File: config.mk
export PLATFORM = sky130hd
export DESIGN_NAME = hierarchical_bin_range_query_unit_flat
export DESIGN_NICKNAME = d
export VERILOG_FILES = /design/src/rtl/hbrq_pkg.sv /design/src/rtl/hbrq_ifs.sv /design/src/rtl/hierarchical_bin_range_query_unit.sv /design/src/flat_wrapper.sv
export SDC_FILE = /design/constraint.sdc
export NUM_CORES = 2
export LEC_CHECK = 0
export BUFFER_PORTS_ARGS = -buffer_cell sky130_fd_sc_hd__buf_2
export CORE_ASPECT_RATIO = 2
export CORE_MARGIN = 2
export CORE_UTILIZATION = 45
export CTS_CLUSTER_SIZE = 14
export DETAILED_ROUTE_END_ITERATION = 7
export SETUP_SLACK_MARGIN = 0.4
export SYNTH_ARGS = -nofsm -noshare
export SYNTH_HDL_FRONTEND = slang
export SYNTH_SLANG_ARGS = --single-unit
File: constraint.sdc
create_clock -name clk_i -period 107.4 [get_ports clk_i]
set_clock_uncertainty 0.15 [all_clocks]
set_input_delay 10.74 -clock clk_i [delete_from_list [all_inputs] [get_ports clk_i]]
set_output_delay 10.74 -clock clk_i [all_outputs]
set_load 0.005 [all_outputs]
File: src/rtl/hbrq_pkg.sv
// ----------------------------------------------------------------------------
// hbrq_pkg
// Shared widths, register indexes and defaults of the bin range query unit.
// ----------------------------------------------------------------------------
package hbrq_pkg;

  localparam int unsigned CoordW     = 63;
  localparam int unsigned WordW      = 64;
  localparam int unsigned PitchW     = 8;
  localparam int unsigned CfgIdxW    = 8;
  localparam int unsigned MaxDepthsDefault = 8;

  localparam logic [WordW-1:0] DepthMaskReset  = 64'd1;
  localparam logic [WordW-1:0] PitchTableReset = 64'd62;

  typedef enum logic [CfgIdxW-1:0] {
    RegDepthCountMask = 8'd0,
    RegPitchTable     = 8'd1
  } hbrq_reg_e;

endpackage

File: src/rtl/hbrq_ifs.sv
// ----------------------------------------------------------------------------
// hbrq channel interfaces
// Query, result and configuration channels with valid/ready transfer.
// ----------------------------------------------------------------------------
interface hbrq_query_if;
  import hbrq_pkg::*;

  logic              valid;
  logic              ready;
  logic [CoordW-1:0] query_start;
  logic [CoordW-1:0] query_end;

  modport source (output valid, query_start, query_end, input ready);
  modport sink   (input valid, query_start, query_end, output ready);
endinterface

interface hbrq_result_if;
  import hbrq_pkg::*;

  logic              valid;
  logic              ready;
  logic [WordW-1:0]  slice_offset;
  logic [WordW-1:0]  slice_count;
  logic [CoordW-1:0] cover_start;
  logic [WordW-1:0]  cover_end;
  logic [WordW-1:0]  span_size;
  logic              empty_res;
  logic              depth_overflow;
  logic              last;

  modport source (output valid, slice_offset, slice_count, cover_start, cover_end,
                  span_size, empty_res, depth_overflow, last, input ready);
  modport sink   (input valid, slice_offset, slice_count, cover_start, cover_end,
                  span_size, empty_res, depth_overflow, last, output ready);
endinterface

interface hbrq_cfg_if;
  import hbrq_pkg::*;

  logic               valid;
  logic               ready;
  logic [CfgIdxW-1:0] index;
  logic [WordW-1:0]   data;

  modport source (output valid, index, data, input ready);
  modport sink   (input valid, index, data, output ready);
endinterface

File: src/rtl/hierarchical_bin_range_query_unit.sv
// Each issued depth passes s1, s2, s3 and the output register; one result per cycle while the receiver is ready.
// A query holds the depth sequencer for max(1, min(set mask bits, MaxDepths, 8))
// issues, one mask bit per issue; the next query is taken with the last issue.
// A mask write reaches the overflow flag through mask_q, bytecnt_q and ovf_q.
// Reset: mask returns to 1, pitch table to 62, sequencer and pipeline empty.
// ----------------------------------------------------------------------------
// hierarchical_bin_range_query_unit
// Walks the depths of a half-overlapping bin hierarchy for one query range
// and delivers one bin table slice per depth through a four-stage pipeline.
// ----------------------------------------------------------------------------
module hierarchical_bin_range_query_unit #(
  parameter int unsigned MaxDepths = hbrq_pkg::MaxDepthsDefault
) (
  input  logic  clk_i,
  input  logic  rst_ni,
  hbrq_cfg_if.sink      cfg_i,
  hbrq_query_if.sink    query_i,
  hbrq_result_if.source result_o
);
  import hbrq_pkg::*;

  localparam int unsigned Cap  = (MaxDepths < 8) ? MaxDepths : 8;
  localparam int unsigned IdxW = (Cap > 1) ? $clog2(Cap) : 1;

  typedef struct packed {
    logic [WordW-1:0]  base;
    logic [WordW-1:0]  nm1;
    logic [PitchW-1:0] p;
    logic [CoordW-1:0] qs;
    logic [CoordW-1:0] qe;
    logic              last;
    logic              empty;
  } s1_t;

  typedef struct packed {
    logic [WordW-1:0]  base;
    logic [WordW-1:0]  nm1;
    logic [PitchW-1:0] p;
    logic [CoordW-1:0] sr;
    logic [CoordW-1:0] tr;
    logic              last;
    logic              empty;
  } s2_t;

  typedef struct packed {
    logic [WordW-1:0]  base;
    logic [PitchW-1:0] p;
    logic [CoordW-1:0] s;
    logic [WordW-1:0]  e;
    logic [WordW-1:0]  ep1;
    logic              last;
    logic              empty;
  } s3_t;

  typedef struct packed {
    logic [WordW-1:0]  slice_offset;
    logic [WordW-1:0]  slice_count;
    logic [CoordW-1:0] cover_start;
    logic [WordW-1:0]  cover_end;
    logic [WordW-1:0]  span_size;
    logic              empty_res;
    logic              depth_overflow;
    logic              last;
  } res_t;

  function automatic logic [3:0] popcount8(logic [7:0] x);
    logic [3:0] c;
    c = '0;
    for (int i = 0; i < 8; i++) begin
      c = c + {3'b0, x[i]};
    end
    return c;
  endfunction

  // configuration
  logic [WordW-1:0] mask_q, pitch_q;

  always_ff @(posedge clk_i or negedge rst_ni) begin
    if (!rst_ni) begin
      mask_q  <= DepthMaskReset;
      pitch_q <= PitchTableReset;
    end else if (cfg_i.valid && cfg_i.ready) begin
      case (hbrq_reg_e'(cfg_i.index))
        RegDepthCountMask: mask_q  <= cfg_i.data;
        RegPitchTable:     pitch_q <= cfg_i.data;
        default: ;
      endcase
    end
  end

  assign cfg_i.ready = 1'b1;

  // overflow flag, popcount of the mask over two stages
  logic [7:0][3:0] bytecnt_q;
  logic [6:0]      masksum;
  logic            ovf_q;

  always_comb begin
    masksum = '0;
    for (int i = 0; i < 8; i++) begin
      masksum = masksum + {3'b0, bytecnt_q[i]};
    end
  end

  always_ff @(posedge clk_i or negedge rst_ni) begin
    if (!rst_ni) begin
      bytecnt_q <= '0;
      ovf_q     <= 1'b0;
    end else begin
      for (int i = 0; i < 8; i++) begin
        bytecnt_q[i] <= popcount8(mask_q[i*8 +: 8]);
      end
      ovf_q <= masksum > 7'(Cap);
    end
  end

  // depth sequencer
  logic              busy_q;
  logic [WordW-1:0]  rem_q;
  logic [IdxW-1:0]   idx_q;
  logic [CoordW-1:0] qs_q, qe_q;
  logic              out_vld_q;
  logic              adv, issue, last_issue, accept;
  logic [WordW-1:0]  rem_dec, below, rem_nxt;

  assign adv        = !out_vld_q || result_o.ready;
  assign issue      = busy_q && adv;
  assign rem_dec    = rem_q - 64'd1;
  assign below      = ~rem_q & rem_dec;
  assign rem_nxt    = rem_q & rem_dec;
  assign last_issue = (rem_nxt == '0) || (idx_q == IdxW'(Cap - 1));
  assign query_i.ready = !busy_q || (issue && last_issue);
  assign accept     = query_i.valid && query_i.ready;

  always_ff @(posedge clk_i or negedge rst_ni) begin
    if (!rst_ni) begin
      busy_q <= 1'b0;
      rem_q  <= '0;
      idx_q  <= '0;
    end else if (accept) begin
      busy_q <= 1'b1;
      rem_q  <= mask_q;
      idx_q  <= '0;
    end else if (issue) begin
      busy_q <= !last_issue;
      rem_q  <= rem_nxt;
      idx_q  <= idx_q + IdxW'(1);
    end
  end

  always_ff @(posedge clk_i) begin
    if (accept) begin
      qs_q <= query_i.query_start;
      qe_q <= query_i.query_end;
    end
  end

  // pipeline
  logic s1_vld_q, s2_vld_q, s3_vld_q;
  s1_t  s1_d, s1_q;
  s2_t  s2_d, s2_q;
  s3_t  s3_d, s3_q;
  res_t out_d, out_q;
  logic [CoordW-1:0] tmin_lo;
  logic [WordW-1:0]  tmin, s_ext, s_shl;

  always_comb begin
    s1_d.base  = mask_q & below;
    s1_d.nm1   = below;
    s1_d.p     = pitch_q[idx_q*PitchW +: PitchW];
    s1_d.qs    = qs_q;
    s1_d.qe    = qe_q;
    s1_d.last  = last_issue;
    s1_d.empty = rem_q == '0;
  end

  always_comb begin
    s2_d.base  = s1_q.base;
    s2_d.nm1   = s1_q.nm1;
    s2_d.p     = s1_q.p;
    s2_d.sr    = s1_q.qs >> s1_q.p;
    s2_d.tr    = s1_q.qe >> s1_q.p;
    s2_d.last  = s1_q.last;
    s2_d.empty = s1_q.empty;
  end

  always_comb begin
    tmin_lo    = s2_q.tr;
    tmin       = ({1'b0, tmin_lo} > s2_q.nm1) ? s2_q.nm1 : {1'b0, tmin_lo};
    s3_d.base  = s2_q.base;
    s3_d.p     = s2_q.p;
    s3_d.s     = (s2_q.sr != '0) ? s2_q.sr - CoordW'(1) : s2_q.sr;
    s3_d.e     = tmin + 64'd1;
    s3_d.ep1   = tmin + 64'd2;
    s3_d.last  = s2_q.last;
    s3_d.empty = s2_q.empty;
  end

  always_comb begin
    s_ext = {1'b0, s3_q.s};
    s_shl = s_ext << s3_q.p;
    out_d.slice_offset   = s3_q.base + s_ext;
    out_d.slice_count    = (s3_q.e > s_ext) ? s3_q.e - s_ext : '0;
    out_d.cover_start    = s_shl[CoordW-1:0];
    out_d.cover_end      = s3_q.ep1 << s3_q.p;
    out_d.span_size      = 64'd2 << s3_q.p;
    out_d.empty_res      = s3_q.empty;
    out_d.depth_overflow = ovf_q;
    out_d.last           = s3_q.last;
    if (s3_q.empty) begin
      // zero mask: single empty result
      out_d.slice_offset = '0;
      out_d.slice_count  = '0;
      out_d.cover_start  = '0;
      out_d.cover_end    = '0;
      out_d.span_size    = '0;
      out_d.last         = 1'b1;
    end
  end

  always_ff @(posedge clk_i or negedge rst_ni) begin
    if (!rst_ni) begin
      s1_vld_q  <= 1'b0;
      s2_vld_q  <= 1'b0;
      s3_vld_q  <= 1'b0;
      out_vld_q <= 1'b0;
    end else if (adv) begin
      s1_vld_q  <= issue;
      s2_vld_q  <= s1_vld_q;
      s3_vld_q  <= s2_vld_q;
      out_vld_q <= s3_vld_q;
    end
  end

  always_ff @(posedge clk_i) begin
    if (adv) begin
      s1_q  <= s1_d;
      s2_q  <= s2_d;
      s3_q  <= s3_d;
      out_q <= out_d;
    end
  end

  assign result_o.valid          = out_vld_q;
  assign result_o.slice_offset   = out_q.slice_offset;
  assign result_o.slice_count    = out_q.slice_count;
  assign result_o.cover_start    = out_q.cover_start;
  assign result_o.cover_end      = out_q.cover_end;
  assign result_o.span_size      = out_q.span_size;
  assign result_o.empty_res      = out_q.empty_res;
  assign result_o.depth_overflow = out_q.depth_overflow;
  assign result_o.last           = out_q.last;

endmodule

File: src/flat_wrapper.sv
// flat-port wrapper written by rule: the top's interface ports become plain ports
module hierarchical_bin_range_query_unit_flat import hbrq_pkg::*;
#(
  parameter int unsigned MaxDepths = hbrq_pkg::MaxDepthsDefault
)
  (clk_i, rst_ni, cfg_i_valid, cfg_i_index, cfg_i_data, cfg_i_ready, query_i_valid, query_i_query_start, query_i_query_end, query_i_ready, result_o_valid, result_o_slice_offset, result_o_slice_count, result_o_cover_start, result_o_cover_end, result_o_span_size, result_o_empty_res, result_o_depth_overflow, result_o_last, result_o_ready);
  hbrq_cfg_if cfg_i_i ();
  hbrq_query_if query_i_i ();
  hbrq_result_if result_o_i ();
  input  logic clk_i;
  input  logic rst_ni;
  input wire logic [$bits(cfg_i_i.valid)-1:0] cfg_i_valid;
  input wire logic [$bits(cfg_i_i.index)-1:0] cfg_i_index;
  input wire logic [$bits(cfg_i_i.data)-1:0] cfg_i_data;
  output wire logic [$bits(cfg_i_i.ready)-1:0] cfg_i_ready;
  input wire logic [$bits(query_i_i.valid)-1:0] query_i_valid;
  input wire logic [$bits(query_i_i.query_start)-1:0] query_i_query_start;
  input wire logic [$bits(query_i_i.query_end)-1:0] query_i_query_end;
  output wire logic [$bits(query_i_i.ready)-1:0] query_i_ready;
  output wire logic [$bits(result_o_i.valid)-1:0] result_o_valid;
  output wire logic [$bits(result_o_i.slice_offset)-1:0] result_o_slice_offset;
  output wire logic [$bits(result_o_i.slice_count)-1:0] result_o_slice_count;
  output wire logic [$bits(result_o_i.cover_start)-1:0] result_o_cover_start;
  output wire logic [$bits(result_o_i.cover_end)-1:0] result_o_cover_end;
  output wire logic [$bits(result_o_i.span_size)-1:0] result_o_span_size;
  output wire logic [$bits(result_o_i.empty_res)-1:0] result_o_empty_res;
  output wire logic [$bits(result_o_i.depth_overflow)-1:0] result_o_depth_overflow;
  output wire logic [$bits(result_o_i.last)-1:0] result_o_last;
  input wire logic [$bits(result_o_i.ready)-1:0] result_o_ready;
  assign cfg_i_i.valid = cfg_i_valid;
  assign cfg_i_i.index = cfg_i_index;
  assign cfg_i_i.data = cfg_i_data;
  assign cfg_i_ready = cfg_i_i.ready;
  assign query_i_i.valid = query_i_valid;
  assign query_i_i.query_start = query_i_query_start;
  assign query_i_i.query_end = query_i_query_end;
  assign query_i_ready = query_i_i.ready;
  assign result_o_valid = result_o_i.valid;
  assign result_o_slice_offset = result_o_i.slice_offset;
  assign result_o_slice_count = result_o_i.slice_count;
  assign result_o_cover_start = result_o_i.cover_start;
  assign result_o_cover_end = result_o_i.cover_end;
  assign result_o_span_size = result_o_i.span_size;
  assign result_o_empty_res = result_o_i.empty_res;
  assign result_o_depth_overflow = result_o_i.depth_overflow;
  assign result_o_last = result_o_i.last;
  assign result_o_i.ready = result_o_ready;
  hierarchical_bin_range_query_unit #(.MaxDepths(MaxDepths)) u_core (.clk_i(clk_i), .rst_ni(rst_ni), .cfg_i(cfg_i_i), .query_i(query_i_i), .result_o(result_o_i));
endmodule
==> results.json <==
{
  "async_flop_share_pct": 15.8,
  "power.density_nw_per_um2": 36.2,
  "firstDrtPassIters": 7,
  "synth_area_sq_um": 81200,
  "grt_usage_pct": 31.5,
  "tightestPinTransition_ns": 1.50,
  "setup.worst_path.end_class": "primary output",
  "viasPerCell": 5.92,
  "cts_hold_buf": 0,
  "syn_nets": 7612,
  "gp_congestion": 1.07,
  "synth-main-ff-cell": "edfxtp_1",
  "required_ns": 96.51,
  "crit_family": "simple AND/OR/NAND/NOR gates",
  "vdd_drop_max_mv": 0.0252,
  "dieArea_sq_um": 184000,
  "slew_viol_final": 1,
  "final_nets": 7980,
  "drive_gt1_share_pct": 15.9,
  "period_share_pct": 21.8,
  "clock_sinks": 1473,
  "grt_max_degree": 155,
  "start_kind": "input pin",
  "yosysWarnings": 0,
  "crit_chain": "buf_2, nor2b_1, inv_8, nand2_1, nand2_1, buf_2",
  "cp_max_fo": 106,
  "maxCapViolCount": 2,
  "cts_buffer_depth": 4,
  "synthTopCellsByCount": "1240 x edfxtp_1, 839 x nor2_1, 455 x nand2_1, 398 x mux2i_1, 375 x a21oi_1",
  "drc_errors": 0,
  "clk-insertion-delay-late_ns": 0.83,
  "yosysSeqAreaShare_pct": 53.0,
  "cts_inserted_buffers": 141,
  "grt_pass1_vias": 57506,
  "die_w_microns": 304,
  "start_util_pct": 45.3,
  "synth.distinct_cells": 91,
  "synth_top_area_cell": "edfxtp_1",
  "core_sq_um": 179000,
  "max_freq_mhz": 42.8,
  "rsz0062_at_grt": "no",
  "synthToLayoutAreaGrowth_pct": 11.1,
  "synth_top_area_share_pct": 45.8,
  "drtIter0Drc": 5202,
  "place_hpwl_microns": 231000,
  "hold_path.class": "flip-flop to flip-flop",
  "p_leak_nw": 36.8,
  "setup_slack_ns": 84.03,
  "antenna_found_initial": 12,
  "io_pins": 528,
  "pre_cts_ws_ns": 84.02,
  "status": "finished with violations",
  "arrival_ns": 12.48,
  "cts_setup_buffers": 0,
  "nFillCells": 16112,
  "drtAntennaViolNets": 0,
  "synthTopCellsByArea": "edfxtp_1 46%, dfrtp_1 7.0%, mux2i_1 4.9%, mux4_2 4.1%, nor2_1 3.9%",
  "vias": 58656,
  "relSlewSlack_pct": -1.05,
  "clk_pin_slew_worst_paths_ns": 0.07,
  "multi_input_area_sq_um": 35400,
  "fp-row-count": 220,
  "yosys_register_bits": 1473,
  "violations": "capacitance limit, slew limit",
  "slowest_delay_ns": 0.70,
  "grt_pass1_wl_microns": 415000,
  "seqCellArea_sq_um": 43100,
  "tritoncts": "yes",
  "cts_resized": 0,
  "fp.dieH_microns": 605,
  "cp_num_buf_inv": 3,
  "portBuffers": 525,
  "root_buffer": "clkbuf_16",
  "htreeDepth": 4,
  "totalWireLength_microns": 294000,
  "fin_tns_setup_ns": 0,
  "hold_viol_final": 0,
  "setup_violations": 0,
  "worstSetupPathType": "input pin to primary output",
  "synth.most_common_cell": "edfxtp_1",
  "syn-instance-count": 7123,
  "period_needed_ns": 23.37,
  "synth_area_per_cell_sq_um": 11.4,
  "synth-edff-count": 1240,
  "power_mw": 3.26,
  "grt_overflow": 0,
  "cp_slowest_cell": "nor2b_1",
  "wire_per_inst_microns": 29.6
}
final timing paths:
path	startpoint	endpoint	slack, ns	cells past startpoint
setup / recovery	result_o_ready	query_i_ready	84.03	6
max in group asynchronous	rst_ni	u_core.rem_q[38]$_DFFE_PN0P_	94.91	3
hold / removal	u_core.s1_q[220]$_DFFE_PP_	u_core.s2_q[220]$_DFFE_PP_	0.23	0
setup reg to reg	u_core.s2_q[182]$_DFFE_PP_	u_core.s3_q[128]$_DFFE_PP_	98.96	20
min in group asynchronous	rst_ni	u_core.rem_q[7]$_DFFE_PN0P_	9.76	1
hold reg to reg	u_core.s1_q[220]$_DFFE_PP_	u_core.s2_q[220]$_DFFE_PP_	0.23	0
through the flow:
stage | instances | utilization (%) | cell area (sq um) | hold WS (ns)
detailed placement | 9677 | 47.9 | 86000 | 0.255
CTS | 9893 | 50.2 | 90100 | 0.223
finish | 9909 | 50.3 | 90200 | 0.228
global placement | 9677 | 47.9 | 86000 | 0.251
floorplan | 7123 | - | 81200 | 0.250
global route | 9896 | 50.2 | 90200 | 0.235
final cells by class:
cell class	instances	area share, %
Inverter	354	1.49
Clock buffer	182	4.25
Timing Repair Buffer	619	3.74
Antenna cell	14	0.0388
Tap cell	2331	3.23
Multi-Input combinational cell	4902	39.2
Clock inverter	34	0.311
Sequential cell	1473	47.7
flip-flops by register name, indices dropped and copies added, names as in the netlist, 64 cells and up:
name / count
u_core.mask_q: 64
u_core.pitch_q: 64
u_core.rem_q: 64
u_core.result_o.cover_end: 64
u_core.result_o.slice_count: 64
u_core.result_o.slice_offset: 64
u_core.s1_q: 264
u_core.s2_q: 201
u_core.s3_q: 264
cell usage in the layout (no fill, tap or decap), drive strengths merged, types with 20 or more instances in the layout:
cell | netlist | layout
edfxtp | 1240 | 1240
nor2 | 840 | 840
buf | 120 | 619
nand2 | 457 | 457
mux2i | 398 | 398
a21oi | 375 | 375
inv | 349 | 357
o21ai | 307 | 307
ha | 233 | 233
dfrtp | 227 | 227
clkbuf | 274 | 182
nor3 | 163 | 163
mux2 | 161 | 161
xnor2 | 148 | 148
mux4 | 148 | 148
xor2 | 144 | 144
nand3 | 131 | 131
nand2b | 127 | 127
a211oi | 122 | 122
a21o | 114 | 114
nor2b | 85 | 85
nand4 | 84 | 84
o22ai | 74 | 74
and2 | 70 | 70
nor4 | 55 | 55
fa | 53 | 53
a211o | 53 | 53
and3 | 51 | 51
a22o | 49 | 49
o22a | 36 | 36
or3 | 36 | 36
or4 | 36 | 36
o21a | 34 | 34
a31oi | 29 | 29
o21bai | 29 | 29
clkinv | 5 | 28
or2 | 24 | 24
o31ai | 21 | 21
a22oi | 20 | 20
routing by layer:
layer	part of all wire, %	global-route usage [%]
met3	5.2	4.78
met5	0.014	0
met1	35	33.6
met4	11	28.5
met2	49	53.9
logic make-up after synthesis:
| group | after synthesis | synth area share [%] |
|---|---|---|
| compound gates | 1393 | 11.1 |
| xor+xnor | 292 | 3.15 |
| fa+ha+maj | 288 | 4.92 |
| buf+inv | 748 | 3.55 |
| flops | 1473 | 53.0 |
| mux | 707 | 11.2 |
| other cells | 2 | 0.00925 |
| simple gates | 2220 | 13.0 |
power breakdown:
group          switching, mW  total [mW]  internal, mW
logic                   1.07        1.67         0.594
clock network          0.208       0.466         0.258
registers              0.222        1.13         0.908
total                   1.50        3.26          1.76
(Power assumes the default switching activity.)
